<file path="src/sv/vgr_pkg.sv">
// Shared types, constants and codes for the vertical gradient raster generator.
package vgr_pkg;

  localparam int MAX_SEGMENTS = 8;
  localparam int MAX_SIDE     = 4096;

  localparam int SEG_IDX_W  = (MAX_SEGMENTS > 1) ? $clog2(MAX_SEGMENTS) : 1;
  localparam int CNT_W      = $clog2(MAX_SEGMENTS + 1);
  localparam int SIDE_W     = $clog2(MAX_SIDE + 1);
  localparam int POS_W      = $clog2(MAX_SIDE);
  localparam int NUM_W      = POS_W + 8;
  localparam int STEP_W     = $clog2(NUM_W);
  localparam int RATIO_W    = 17;
  localparam int CFG_IDX_W  = 2;
  localparam int CFG_DATA_W = 13;

  localparam logic [RATIO_W-1:0] RATIO_ONE   = RATIO_W'(65536);
  localparam logic [31:0]        COLOR_BLACK = 32'h0000_00FF;
  localparam logic [SIDE_W-1:0]  SIDE_RESET  = SIDE_W'(256);

  localparam logic MODE_LOAD  = 1'b0;
  localparam logic MODE_PIXEL = 1'b1;

  localparam logic [CFG_IDX_W-1:0] CFG_FRAME_WIDTH   = 2'd0;
  localparam logic [CFG_IDX_W-1:0] CFG_FRAME_HEIGHT  = 2'd1;
  localparam logic [CFG_IDX_W-1:0] CFG_SEGMENT_COUNT = 2'd2;

  typedef struct packed {
    logic        mode;
    logic [2:0]  seg_index;
    logic [16:0] start_ratio;
    logic [16:0] end_ratio;
    logic [31:0] start_rgba;
    logic [31:0] end_rgba;
  } in_item_t;

  typedef struct packed {
    logic [7:0] red;
    logic [7:0] green;
    logic [7:0] blue;
    logic [7:0] alpha;
    logic       line_end;
    logic       frame_end;
  } out_item_t;

  typedef struct packed {
    logic                 load;
    logic                 emit;
    logic                 span;
    logic                 start_blend;
    logic                 ch_start;
    logic                 div_step;
    logic                 ch_finish;
    logic                 set_black;
    logic [SEG_IDX_W-1:0] seg_sel;
    logic [1:0]           ch_sel;
  } dp_cmd_t;

  typedef struct packed {
    logic             hit;
    logic             zero_len;
    logic             out_free;
    logic             last_col;
    logic [CNT_W-1:0] seg_count;
  } dp_stat_t;

endpackage

</file>
<file path="src/sv/vgr_dp.sv">
// Datapath: config registers, segment table, position counters, span and blend units, output register.
module vgr_dp (
  input  logic                            clk,
  input  logic                            rst,
  input  vgr_pkg::in_item_t               in_item,
  input  logic                            cfg_write,
  input  logic [vgr_pkg::CFG_IDX_W-1:0]   cfg_index,
  input  logic [vgr_pkg::CFG_DATA_W-1:0]  cfg_data,
  input  vgr_pkg::dp_cmd_t                cmd,
  output vgr_pkg::dp_stat_t               stat,
  input  logic                            out_ready,
  output logic                            out_valid,
  output vgr_pkg::out_item_t              out_item
);

  logic [vgr_pkg::SIDE_W-1:0]  frame_width;
  logic [vgr_pkg::SIDE_W-1:0]  frame_height;
  logic [vgr_pkg::CNT_W-1:0]   segment_count;
  logic [vgr_pkg::POS_W-1:0]   column_count;
  logic [vgr_pkg::POS_W-1:0]   row_count;

  logic [vgr_pkg::RATIO_W-1:0] seg_start_ratio [vgr_pkg::MAX_SEGMENTS];
  logic [vgr_pkg::RATIO_W-1:0] seg_end_ratio   [vgr_pkg::MAX_SEGMENTS];
  logic [31:0]                 seg_start_color [vgr_pkg::MAX_SEGMENTS];
  logic [31:0]                 seg_end_color   [vgr_pkg::MAX_SEGMENTS];

  logic [vgr_pkg::SIDE_W-1:0]  sp;
  logic [vgr_pkg::SIDE_W-1:0]  ep;
  logic [31:0]                 c0;
  logic [31:0]                 c1;
  logic [vgr_pkg::POS_W-1:0]   off;
  logic [vgr_pkg::SIDE_W-1:0]  len;
  logic [31:0]                 color;
  logic [vgr_pkg::NUM_W-1:0]   dvd;
  logic [vgr_pkg::SIDE_W-1:0]  rem;
  logic                        neg;

  logic [vgr_pkg::SEG_IDX_W-1:0]        wr_addr;
  logic [vgr_pkg::RATIO_W-1:0]          r0_sat;
  logic [vgr_pkg::RATIO_W-1:0]          r1_sat;
  logic [vgr_pkg::RATIO_W+vgr_pkg::SIDE_W-1:0] sp_prod;
  logic [vgr_pkg::RATIO_W+vgr_pkg::SIDE_W-1:0] ep_prod;
  logic [vgr_pkg::SIDE_W-1:0]           row_ext;
  logic [7:0]                           ch_a;
  logic [7:0]                           ch_b;
  logic [7:0]                           ch_mag;
  logic [vgr_pkg::SIDE_W:0]             trial;
  logic                                 qbit;
  logic [7:0]                           quot;
  logic [7:0]                           ch_res;
  logic                                 last_col;
  logic                                 last_row;
  logic [vgr_pkg::SIDE_W-1:0]           side_val;
  logic [vgr_pkg::CNT_W-1:0]            count_val;

  assign wr_addr = vgr_pkg::SEG_IDX_W'(in_item.seg_index);
  assign r0_sat  = (in_item.start_ratio > vgr_pkg::RATIO_ONE) ? vgr_pkg::RATIO_ONE
                                                              : in_item.start_ratio;
  assign r1_sat  = (in_item.end_ratio > vgr_pkg::RATIO_ONE) ? vgr_pkg::RATIO_ONE
                                                            : in_item.end_ratio;

  assign sp_prod = seg_start_ratio[cmd.seg_sel] * frame_height;
  assign ep_prod = seg_end_ratio[cmd.seg_sel] * frame_height;
  assign row_ext = vgr_pkg::SIDE_W'(row_count);

  assign ch_a   = c0[cmd.ch_sel*8 +: 8];
  assign ch_b   = c1[cmd.ch_sel*8 +: 8];
  assign ch_mag = (ch_b < ch_a) ? (ch_a - ch_b) : (ch_b - ch_a);

  assign trial = {rem, dvd[vgr_pkg::NUM_W-1]};
  assign qbit  = (trial >= {1'b0, len});

  // floor division: a negative quotient with a remainder rounds down one more
  assign quot   = dvd[7:0];
  assign ch_res = neg ? (ch_a - quot - 8'((rem != '0) ? 1 : 0)) : (ch_a + quot);

  assign last_col = (32'(column_count) + 1) >= 32'(frame_width);
  assign last_row = (32'(row_count) + 1) >= 32'(frame_height);

  always_comb begin
    if (32'(cfg_data) < 1) begin
      side_val = vgr_pkg::SIDE_W'(1);
    end else if (32'(cfg_data) > vgr_pkg::MAX_SIDE) begin
      side_val = vgr_pkg::SIDE_W'(vgr_pkg::MAX_SIDE);
    end else begin
      side_val = vgr_pkg::SIDE_W'(cfg_data);
    end
    if (32'(cfg_data[3:0]) > vgr_pkg::MAX_SEGMENTS) begin
      count_val = vgr_pkg::CNT_W'(vgr_pkg::MAX_SEGMENTS);
    end else begin
      count_val = vgr_pkg::CNT_W'(cfg_data[3:0]);
    end
  end

  assign stat.hit       = (row_ext >= sp) && (row_ext <= ep);
  assign stat.zero_len  = (ep == sp);
  assign stat.out_free  = !out_valid || out_ready;
  assign stat.last_col  = last_col;
  assign stat.seg_count = segment_count;

  // segment table, no reset
  always_ff @(posedge clk) begin
    if (cmd.load && (32'(in_item.seg_index) < vgr_pkg::MAX_SEGMENTS)) begin
      seg_start_ratio[wr_addr] <= r0_sat;
      seg_end_ratio[wr_addr]   <= r1_sat;
      seg_start_color[wr_addr] <= in_item.start_rgba;
      seg_end_color[wr_addr]   <= in_item.end_rgba;
    end
  end

  // span and blend working registers
  always_ff @(posedge clk) begin
    if (cmd.span) begin
      sp <= vgr_pkg::SIDE_W'(sp_prod >> 16);
      ep <= vgr_pkg::SIDE_W'(ep_prod >> 16);
      c0 <= seg_start_color[cmd.seg_sel];
      c1 <= seg_end_color[cmd.seg_sel];
    end
    if (cmd.start_blend) begin
      off   <= vgr_pkg::POS_W'(row_ext - sp);
      len   <= ep - sp;
      color <= c0;
    end
    if (cmd.set_black) begin
      color <= vgr_pkg::COLOR_BLACK;
    end
    if (cmd.ch_start) begin
      dvd <= vgr_pkg::NUM_W'(off * ch_mag);
      rem <= '0;
      neg <= (ch_b < ch_a);
    end
    if (cmd.div_step) begin
      rem <= qbit ? vgr_pkg::SIDE_W'(trial - {1'b0, len}) : trial[vgr_pkg::SIDE_W-1:0];
      dvd <= {dvd[vgr_pkg::NUM_W-2:0], qbit};
    end
    if (cmd.ch_finish) begin
      color[cmd.ch_sel*8 +: 8] <= ch_res;
    end
  end

  // config, position and output register
  always_ff @(posedge clk) begin
    if (rst) begin
      frame_width   <= vgr_pkg::SIDE_RESET;
      frame_height  <= vgr_pkg::SIDE_RESET;
      segment_count <= '0;
      column_count  <= '0;
      row_count     <= '0;
      out_valid     <= 1'b0;
    end else begin
      if (cfg_write) begin
        case (cfg_index)
          vgr_pkg::CFG_FRAME_WIDTH:   frame_width   <= side_val;
          vgr_pkg::CFG_FRAME_HEIGHT:  frame_height  <= side_val;
          vgr_pkg::CFG_SEGMENT_COUNT: segment_count <= count_val;
          default: ;
        endcase
      end
      if (cmd.emit) begin
        out_valid <= 1'b1;
        if (last_col) begin
          column_count <= '0;
          row_count    <= last_row ? '0 : row_count + 1'b1;
        end else begin
          column_count <= column_count + 1'b1;
        end
      end else if (out_ready) begin
        out_valid <= 1'b0;
      end
    end
  end

  always_ff @(posedge clk) begin
    if (cmd.emit) begin
      out_item.red       <= color[31:24];
      out_item.green     <= color[23:16];
      out_item.blue      <= color[15:8];
      out_item.alpha     <= color[7:0];
      out_item.line_end  <= last_col;
      out_item.frame_end <= last_col && last_row;
    end
  end

endmodule

</file>
<file path="src/sv/vgr_ctrl.sv">
// Controller: item acceptance, segment search, per-channel divide sequencing, row color cache.
module vgr_ctrl (
  input  logic               clk,
  input  logic               rst,
  input  logic               in_valid,
  input  logic               in_mode,
  output logic               in_ready,
  input  logic               cfg_write,
  input  vgr_pkg::dp_stat_t  stat,
  output vgr_pkg::dp_cmd_t   cmd
);

  typedef enum logic [2:0] {
    IDLE,
    SPAN,
    TEST,
    CH_START,
    DIV,
    CH_DONE,
    EMIT
  } state_t;

  state_t                        state;
  state_t                        state_next;
  logic [vgr_pkg::SEG_IDX_W-1:0] seg_idx;
  logic [vgr_pkg::SEG_IDX_W-1:0] seg_idx_next;
  logic [1:0]                    ch;
  logic [1:0]                    ch_next;
  logic [vgr_pkg::STEP_W-1:0]    step;
  logic [vgr_pkg::STEP_W-1:0]    step_next;
  logic                          cache_valid;
  logic                          cache_valid_next;

  assign in_ready = (state == IDLE);

  always_comb begin
    state_next       = state;
    seg_idx_next     = seg_idx;
    ch_next          = ch;
    step_next        = step;
    cache_valid_next = cache_valid;
    cmd              = '0;
    cmd.seg_sel      = seg_idx;
    cmd.ch_sel       = ch;
    case (state)
      IDLE: begin
        if (in_valid) begin
          if (in_mode == vgr_pkg::MODE_LOAD) begin
            cmd.load         = 1'b1;
            cache_valid_next = 1'b0;
          end else if (cache_valid && stat.out_free) begin
            cmd.emit = 1'b1;
            if (stat.last_col) begin
              cache_valid_next = 1'b0;
            end
          end else if (cache_valid) begin
            state_next = EMIT;
          end else if (stat.seg_count == '0) begin
            cmd.set_black    = 1'b1;
            cache_valid_next = 1'b1;
            state_next       = EMIT;
          end else begin
            seg_idx_next = '0;
            state_next   = SPAN;
          end
        end
      end
      SPAN: begin
        cmd.span   = 1'b1;
        state_next = TEST;
      end
      TEST: begin
        if (stat.hit) begin
          cmd.start_blend = 1'b1;
          if (stat.zero_len) begin
            cache_valid_next = 1'b1;
            state_next       = EMIT;
          end else begin
            ch_next    = 2'd0;
            state_next = CH_START;
          end
        end else if ((32'(seg_idx) + 1) >= 32'(stat.seg_count)) begin
          cmd.set_black    = 1'b1;
          cache_valid_next = 1'b1;
          state_next       = EMIT;
        end else begin
          seg_idx_next = seg_idx + 1'b1;
          state_next   = SPAN;
        end
      end
      CH_START: begin
        cmd.ch_start = 1'b1;
        step_next    = '0;
        state_next   = DIV;
      end
      DIV: begin
        cmd.div_step = 1'b1;
        step_next    = step + 1'b1;
        if (step == vgr_pkg::STEP_W'(vgr_pkg::NUM_W - 1)) begin
          state_next = CH_DONE;
        end
      end
      CH_DONE: begin
        cmd.ch_finish = 1'b1;
        if (ch == 2'd3) begin
          cache_valid_next = 1'b1;
          state_next       = EMIT;
        end else begin
          ch_next    = ch + 2'd1;
          state_next = CH_START;
        end
      end
      EMIT: begin
        if (stat.out_free) begin
          cmd.emit   = 1'b1;
          state_next = IDLE;
          if (stat.last_col) begin
            cache_valid_next = 1'b0;
          end
        end
      end
      default: begin
        state_next = IDLE;
      end
    endcase
    if (cfg_write) begin
      cache_valid_next = 1'b0;
    end
  end

  always_ff @(posedge clk) begin
    if (rst) begin
      state       <= IDLE;
      seg_idx     <= '0;
      ch          <= '0;
      step        <= '0;
      cache_valid <= 1'b0;
    end else begin
      state       <= state_next;
      seg_idx     <= seg_idx_next;
      ch          <= ch_next;
      step        <= step_next;
      cache_valid <= cache_valid_next;
    end
  end

endmodule

</file>
<file path="src/sv/vertical_gradient_raster_generator.sv">
// Top level of the vertical gradient raster generator.
//
//   channel  direction  handshake                   payload
//   in       input      in_valid / in_ready         in_item (load entry or pixel request)
//   out      output     out_valid / out_ready       out_item (RGBA, line_end, frame_end)
//   cfg      input      cfg_write                   cfg_index, cfg_data
//
// A pixel item whose row color is cached is emitted from the cache; the color is cached per row.
// The first pixel of a row searches the segments in turn, SPAN then TEST for each,
// then runs a restoring divider over the NUM_W (20)-bit dividend for each channel.
// Loads, config writes and row changes drop the cache.
// Reset is synchronous; the output register holds a result until out_ready.
module vertical_gradient_raster_generator (
  input  logic                            clk,
  input  logic                            rst,
  input  logic                            in_valid,
  output logic                            in_ready,
  input  vgr_pkg::in_item_t               in_item,
  output logic                            out_valid,
  input  logic                            out_ready,
  output vgr_pkg::out_item_t              out_item,
  input  logic                            cfg_write,
  input  logic [vgr_pkg::CFG_IDX_W-1:0]   cfg_index,
  input  logic [vgr_pkg::CFG_DATA_W-1:0]  cfg_data
);

  vgr_pkg::dp_cmd_t  cmd;
  vgr_pkg::dp_stat_t stat;

  vgr_ctrl u_ctrl (
    .clk       (clk),
    .rst       (rst),
    .in_valid  (in_valid),
    .in_mode   (in_item.mode),
    .in_ready  (in_ready),
    .cfg_write (cfg_write),
    .stat      (stat),
    .cmd       (cmd)
  );

  vgr_dp u_dp (
    .clk       (clk),
    .rst       (rst),
    .in_item   (in_item),
    .cfg_write (cfg_write),
    .cfg_index (cfg_index),
    .cfg_data  (cfg_data),
    .cmd       (cmd),
    .stat      (stat),
    .out_ready (out_ready),
    .out_valid (out_valid),
    .out_item  (out_item)
  );

endmodule
</file>
<file path="config.mk">
export PLATFORM = sky130hd
export DESIGN_NAME = vertical_gradient_raster_generator
export DESIGN_NICKNAME = d
export VERILOG_FILES = /design/src/sv/vgr_pkg.sv /design/src/sv/vgr_dp.sv /design/src/sv/vgr_ctrl.sv /design/src/sv/vertical_gradient_raster_generator.sv
export SDC_FILE = /design/constraint.sdc
export NUM_CORES = 2
export LEC_CHECK = 0
export BUFFER_PORTS_ARGS = -buffer_cell sky130_fd_sc_hd__buf_2
export CAP_MARGIN = 40
export CORE_MARGIN = 4
export CORE_UTILIZATION = 70
export CTS_BUF_LIST = sky130_fd_sc_hd__clkbuf_4
export DETAILED_ROUTE_END_ITERATION = 10
export PLACE_DENSITY = 0.88
export SLEW_MARGIN = 20
export SYNTH_ARGS = -nofsm -noshare
export SYNTH_HDL_FRONTEND = slang
export SYNTH_SLANG_ARGS = --single-unit
</file>
<file path="constraint.sdc">
create_clock -name clk -period 16 [get_ports clk]
set_input_delay 1.6 -clock clk [delete_from_list [all_inputs] [get_ports clk]]
set_output_delay 1.6 -clock clk [all_outputs]
set_load 0.01 [all_outputs]
</file>
# After elaboration in Yosys (flattened, before gate mapping)
# Memories as Yosys holds them, arrays and structs flattened. A register that Yosys moved wholly into a read port is not among the register bits.
# Cells that the tools add are included.
[word_totals]
register_bits = 220
ram_bits = 784
inputBits = 122
output_inout_bits = 36
wordCells = 199
n_memories = 4
[memory_table]
columns = ["name", "depth", "width", "rd", "rd_ports_with_merged_regs", "write_ports", "line_no", "source"]
rows = [
  ["u_dp.seg_end_color", 8, 32, 1, 1, 1, "vgr_dp.sv:25", "logic [31:0] seg_end_color [vgr_pkg::MAX_SEGMENTS];"],
  ["u_dp.seg_start_color", 8, 32, 1, 1, 1, "vgr_dp.sv:24", "logic [31:0] seg_start_color [vgr_pkg::MAX_SEGMENTS];"],
  ["u_dp.seg_end_ratio", 8, 17, 1, 1, 1, "vgr_dp.sv:23", "logic [vgr_pkg::RATIO_W-1:0] seg_end_ratio [vgr_pkg::MAX_SEGMENTS];"],
  ["u_dp.seg_start_ratio", 8, 17, 1, 1, 1, "vgr_dp.sv:22", "logic [vgr_pkg::RATIO_W-1:0] seg_start_ratio [vgr_pkg::MAX_SEGMENTS];"],
]
[op_classes]
n_addsub = 17
n_mul = 3
n_lt_le_gt_ge = 12
eq_ne = 26
n_shift = 4
mux = 84
n_reduce_logical = 24
[op_table]
columns = ["operator", "count"]
rows = [
  ["32-bit 2-to-1 mux", 3],
  ["3-bit 2-to-1 mux", 22],
  ["13-bit 2-to-1 mux", 5],
  ["32-bit by 13-bit greater-or-equal comparator with 1-bit output", 2],
  ["32-bit by 6-bit indexed part select with 8-bit output", 2],
  ["17-bit by 13-bit multiplier with 29-bit output", 2],
  ["20-bit 2-to-1 mux", 2],
  ["17-bit > comparator, second input constant", 2],
  ["17-bit 2-to-1 mux", 2],
  ["5-bit negation with 34-bit output", 1],
  ["8-bit by 34-bit variable shift with 32-bit output, first input constant", 1],
  ["8-bit by 34-bit indexed part select with 32-bit output", 1],
  ["1-bit 2-to-1 mux", 33],
  ["32-bit bitwise mux", 1],
  ["32-bit by 4-bit greater-or-equal comparator with 1-bit output", 1],
  ["8-bit subtractor", 4],
  ["12-bit by 1-bit adder with 13-bit output, second input constant", 2],
  ["13-bit subtractor", 2],
  ["12-bit by 1-bit adder with 12-bit output, second input constant", 2],
  ["12-bit 2-to-1 mux", 2],
  ["3-bit case mux with 7 select lines", 1],
  ["12-bit by 8-bit multiplier with 20-bit output", 1],
  ["2-bit inequality test, second input constant", 9],
  ["8-bit 2-to-1 mux", 2],
  ["45 further kinds", 65],
]

# Longest topological paths before layout
[logic_depth]
word_depth = 10
depth_mapped = 39
mapped_depth_nobuf = 35

# Hierarchy
# From an unflattened synthesis, not the netlist that was laid out.
[unflattened]
hier_cells = 4370
area_unflattened_um2 = 60275.3
[by_module_without_submodules]
columns = ["module", "n_inst", "cells_per_inst", "area_each_um2", "seq_area_each_um2"]
rows = [
  ["vgr_dp", 1, 4231, 59191.8, 30779.5],
  ["vgr_ctrl", 1, 139, 1083.5, 280.3],
]

# Least setup slack after synthesis
# OpenSTA, ideal clock, no wires.
[synth_timing]
path_kind = "input -> register"
from = "input port in_valid"
to = "memory u_dp.seg_end_color[0][0], enable pin"
setup_time_ps = 676
arrival_ps = 8666
t_required_ps = 15324
path_slack_ps = 6658
path_stages = 3
path_buffers = 0
path_cell_list = "nand2_1 -> or3_1 -> nor3_1"
[synth_between]
elab_chain_len = 4
[synth_lines]
columns = ["item", "line_no", "source"]
rows = [
  ["start, declared", "vertical_gradient_raster_generator.sv:16", "input logic in_valid,"],
  ["2-bit 2-to-1 mux", "vgr_ctrl.sv:47", "if (in_valid) begin"],
  ["1-bit 2-to-1 mux", "vgr_ctrl.sv:45", "case (state)"],
  ["1-bit 2-to-1 mux", "vgr_dp.sv:103", "if (cmd.load && (32'(in_item.seg_index) < vgr_pkg::MAX_SEGMENTS)) begin"],
  ["1-bit 2-to-1 mux (implied by the code)", "vgr_dp.sv:107", "seg_end_color[wr_addr] <= in_item.end_rgba;"],
  ["end, declared", "vgr_dp.sv:25", ""],
]
# Every way passes these cells.

# Final worst setup path
[layout_timing]
from = "register u_ctrl.ch[0]"
to = "register u_dp.dvd[19] in the netlist's numbering, data pin"
[layout_between]
elab_chain_len = 6
word_cells_on_any_way = 9
cone_classes = "add/sub: 2; mul: 1; order compare: 1; shift: 2; mux: 3"
[layout_lines]
columns = ["item", "line_no", "source"]
rows = [
  ["start, declared", "vgr_ctrl.sv:27", "logic [1:0] ch;"],
  ["start signal, assigned", "vgr_ctrl.sv:141", "ch <= ch_next;"],
  ["32-bit by 6-bit indexed part select with 8-bit output, on equally long branches", "vgr_dp.sv:67, vgr_dp.sv:66", ""],
  ["8-bit subtractor or 8-bit < comparator (tied branches)", "vgr_dp.sv:68", "assign ch_mag = (ch_b < ch_a) ? (ch_a - ch_b) : (ch_b - ch_a);"],
  ["8-bit 2-to-1 mux (*)", "vgr_dp.sv:68", ""],
  ["12-bit by 8-bit multiplier with 20-bit output (*)", "vgr_dp.sv:128", "dvd <= vgr_pkg::NUM_W'(off * ch_mag);"],
  ["20-bit 2-to-1 mux (*)", "vgr_dp.sv:127", "if (cmd.ch_start) begin"],
  ["20-bit 2-to-1 mux (*)", "vgr_dp.sv:132", "if (cmd.div_step) begin"],
  ["end signal, assigned", "vgr_dp.sv:128", ""],
  ["end signal, assigned", "vgr_dp.sv:134", "dvd <= {dvd[vgr_pkg::NUM_W-2:0], qbit};"],
  ["end, declared", "vgr_dp.sv:34", "logic [vgr_pkg::NUM_W-1:0] dvd;"],
]
# Mark *: on every way between the ends. The rest lies on a longest branch, timed or not. The select of a mux whose other input is x is not followed.
# A chain may end at the register's enable or synchronous reset.

==> results.sh <==
export IMPL_status="finished clean"
export IMPL_fin_nets=5537
export IMPL_via_per_inst=6.47
export IMPL_yosysTopAreaCell="edfxtp_1"
export IMPL_ys_dominant_reg_cell="edfxtp_1"
export IMPL_clock_root_buffer="clkbuf_4"
export IMPL_dp_hpwl_mm=100
export IMPL_grt_pass1_wl_mm=243
export IMPL_reg2reg_to="u_dp.dvd[19]$_DFFE_PP_"
export IMPL_syn_nets=5194
export IMPL_cp_endpoint="u_dp.dvd[19]$_DFFE_PP_"
export IMPL_post_cts_repair_setup_buffers=0
export IMPL_crit_path_end_kind="flop"
export IMPL_drv_cap=0
export IMPL_cts_sinks=1071
export IMPL_first_pass_iters=8
export IMPL_cellLeakagePower_uw=0.0265
export IMPL_numCtsBuffers=286
export IMPL_wl_per_cell_microns=26.0
export IMPL_synth_mux_area_share_pct=10.6
export IMPL_place_inst=5574
export IMPL_crit_family="compound AO/OA/AOI/OAI gates"
export IMPL_drc=0
export IMPL_initialDrtViolationCount=5272
export IMPL_synth_area_per_cell_sq_um=13.7
export IMPL_synthAdderAreaFrac_pct=19.3
export IMPL_finalSetupViolCount=0
export IMPL_antenna_found_initial=35
export IMPL_power_switching_uw=3500
export IMPL_finalClockSkew_ns=0.140
export IMPL_die_x_microns=301
export IMPL_crit_slowest_cell="dfxtp_1"
export IMPL_synth_edf_count=967
export IMPL_fmax_ghz=0.103
export IMPL_area_growth_pct=9.96
export IMPL_grt_max_degree=59
export IMPL_synth_seq_cells=1071
export IMPL_ys_types=70
export IMPL_startpoint="u_ctrl.ch[0]$_SDFFE_PP0P_"
export IMPL_p_int_uw=6220
export IMPL_drt_total_wl_mm=159
export IMPL_syn_area_sq_um=60200
export IMPL_ys_warn_count=0
export IMPL_synthTopCellsByCount="967 x edfxtp_1, 541 x inv_1, 449 x nand2_1"
export IMPL_cp_max_fo=13
export IMPL_portBuffers=157
export IMPL_finalWeightedCongestion=0.933
export IMPL_post_synth_top_count_cell="edfxtp_1"
export IMPL_cp_required_ns=16.88
export IMPL_setup_tns_ns=0
export IMPL_max_stage_delay_ns=0.72
export IMPL_power_per_cell_area_nw_per_um2=147
export IMPL_rr_startpoint="u_ctrl.ch[0]$_SDFFE_PP0P_"
export IMPL_p_sw_share_pct=36.0
export IMPL_cts_tree="yes"
export IMPL_cts_buffer_depth=4
export IMPL_ctsResizeCount=0
export IMPL_critPathBufInv=8
export IMPL_clk_latency_ns=1.22
export IMPL_synthTopCellsByArea="edfxtp_1 48%, fa_1 13%, mux4_2 7.9%"
export IMPL_synth_top_family_by_area="adder cells"
export IMPL_ys_seq_area_share_pct=51.7
export IMPL_overflow=0
export IMPL_synth_xor_area_share_pct=1.57
export IMPL_r2r_cells=36
export IMPL_grtUsageTotal_pct=35.9
export IMPL_pin_count=158
export IMPL_initial_core_util_pct=70.6
export IMPL_cts_clk_slew_worst_paths_ns=0.07
export IMPL_post_route_min_period_ns=9.75
export IMPL_crit_type="reg2reg"
export IMPL_cp_start_kind="flop"
export IMPL_fin_cells=6094
export IMPL_irDropWorstVdd_v=0.000391
export IMPL_power_clock_fraction_pct=24.5
export IMPL_tightest_slew_ns=0.874
export IMPL_cts_hold_buffers=0
export IMPL_cp_depth=36
export IMPL_ant_nets=0
export IMPL_die_area_sq_um=90700
export IMPL_rows=107
export IMPL_synth_simple_area_share_pct=8.49
export IMPL_hp_class="reg2reg"
export IMPL_reg2reg_slack_ns=6.25
export IMPL_drive_gt1_share_pct=20.6
export IMPL_die_h_microns=301
export IMPL_synth_compound_area_share_pct=3.82
export IMPL_fin_crit_sh_pct=60.9
export IMPL_power_frac_comb_pct=39.7
export IMPL_ys_async_sr_fraction_pct=0
export IMPL_finalHoldViolCount=0
export IMPL_coreArea_sq_um=85300
export IMPL_hold_depth=2
export IMPL_grt_pass1_vias=41200
export IMPL_finalMaxSlewViolations=0
export IMPL_syn_inst=4381
export IMPL_relSlewSlack_pct=40.1
export IMPL_rsz0062_at_grt="false"
export IMPL_h_tree_depth=5
export IMPL_seq_power_share_pct=35.8
export IMPL_synth_top_area_share_pct=48.2
export IMPL_vias=39400
export IMPL_worstPathArrival_ns=10.63
==> final cells by class <==
cell class | count | area [sq um]
Clock buffer | 412 | 3090
Fill cell | 4590 | 19100
Inverter | 542 | 2030
Multi-Input combinational cell | 2584 | 26400
Sequential cell | 1071 | 31100
Antenna cell | 26 | 65.1
Clock inverter | 76 | 353
Timing Repair Buffer | 239 | 1680
Tap cell | 1144 | 1430
==> routing by layer <==
metal  track usage [%]  up-vias  share of wire (%)
li1                  -    16200                  -
met1              46.4    19400                 35
met2              56.1     3050                 47
met3              10.2      735                 12
met4              18.9       28                5.8
met5                 0        -               0.12
==> worst min path at each step <==
stage / from / endpoint / slack (ns)
after global routing: u_dp.color[21]$_DFF_P_ / u_dp.out_item[23]$_DFFE_PP_ / 0.46
after CTS: u_dp.color[21]$_DFF_P_ / u_dp.out_item[23]$_DFFE_PP_ / 0.45
after global placement: u_dp.color[15]$_DFF_P_ / u_dp.out_item[17]$_DFFE_PP_ / 0.42
after detailed placement: u_dp.color[7]$_DFF_P_ / u_dp.out_item[9]$_DFFE_PP_ / 0.42
after floorplan: u_dp.color[8]$_DFF_P_ / u_dp.out_item[10]$_DFFE_PP_ / 0.41
final: u_dp.frame_width[3]$_SDFFE_PP0P_ / u_dp.frame_width[3]$_SDFFE_PP0P_ / 0.46
==> kinds of logic (layout without fill, tap and decap cells) <==
group,count (synthesis),count (layout)
AOI/OAI and AO/OA,368,368
buffers and inverters,726,1269
and+or+nand+nor,1058,1058
DFF,1071,1071
muxes,359,359
adders and majority gates,691,691
other,0,26
xor gates and xnor gates,108,108
==> through the flow <==
step | util, % | hold WS, ns | total power (uW) | area, sq um | worst slack [ns]
3_5_place_dp | 73.4 | 0.421 | 7300 | 62600 | 5.92
5_1_grt | 77.6 | 0.464 | 10400 | 66200 | 5.68
6_report | 77.6 | 0.456 | 9720 | 66200 | 6.25
4_1_cts | 77.4 | 0.451 | 9690 | 66000 | 5.87
2_1_floorplan | - | 0.408 | 6420 | 60200 | 6.66
3_3_place_gp | 72.9 | 0.416 | 7090 | 62200 | 6.07
==> layout by cell type, fill, tap and decap left out, types with 10 or more instances in the layout <==
master | netlist | final
mux2_2 | 96 | 96
and2_1 | 176 | 176
mux4_2 | 212 | 212
o22ai_1 | 29 | 29
xnor2_1 | 64 | 64
nor4_1 | 14 | 14
nand3b_1 | 13 | 13
a21o_1 | 42 | 42
edfxtp_1 | 967 | 967
nand4_1 | 16 | 16
nor3_1 | 25 | 21
nand2_1 | 449 | 449
o21bai_1 | 10 | 10
nor2b_1 | 83 | 83
nand2b_1 | 35 | 35
fa_1 | 394 | 394
mux2i_1 | 51 | 50
clkinv_2 | 0 | 12
ha_1 | 297 | 297
nand3_1 | 30 | 30
buf_2 | 7 | 161
nor2_1 | 156 | 150
dfxtp_1 | 104 | 98
xor2_1 | 44 | 44
clkinv_1 | 1 | 57
diode_2 | 0 | 26
o21a_1 | 11 | 11
a21oi_1 | 125 | 125
clkbuf_4 | 0 | 414
buf_4 | 0 | 57
inv_1 | 541 | 540
and3_1 | 24 | 24
o21ai_0 | 67 | 67
==> state kept, by name, indices dropped and copies added, names as in the netlist, 20 cells and up, named ones only <==
signal and cells:
u_dp.seg_start_color 256, u_dp.seg_end_ratio 136, u_dp.dvd 20, u_dp.seg_start_ratio 136, u_dp.c1 32, u_dp.c0 32, u_dp.seg_end_color 256, u_dp.color 32
u_dp.out_item 34
==> power groups by stage <==
stage	combinational (uW)	clock, uW	sequential, uW
6_report	3860	2380	3480
5_1_grt	4360	2570	3480
4_1_cts	3810	2400	3470
3_5_place_dp	3770	0	3530
3_3_place_gp	3570	0	3520
2_1_floorplan	2920	0	3500
==> worst min-delay path, cell delays in order, from the launching register on <==
cell and delay, ns:
dfxtp_1 0.31, nand2_1 0.05, a21oi_1 0.05
Power figures use the tool's default switching activity.
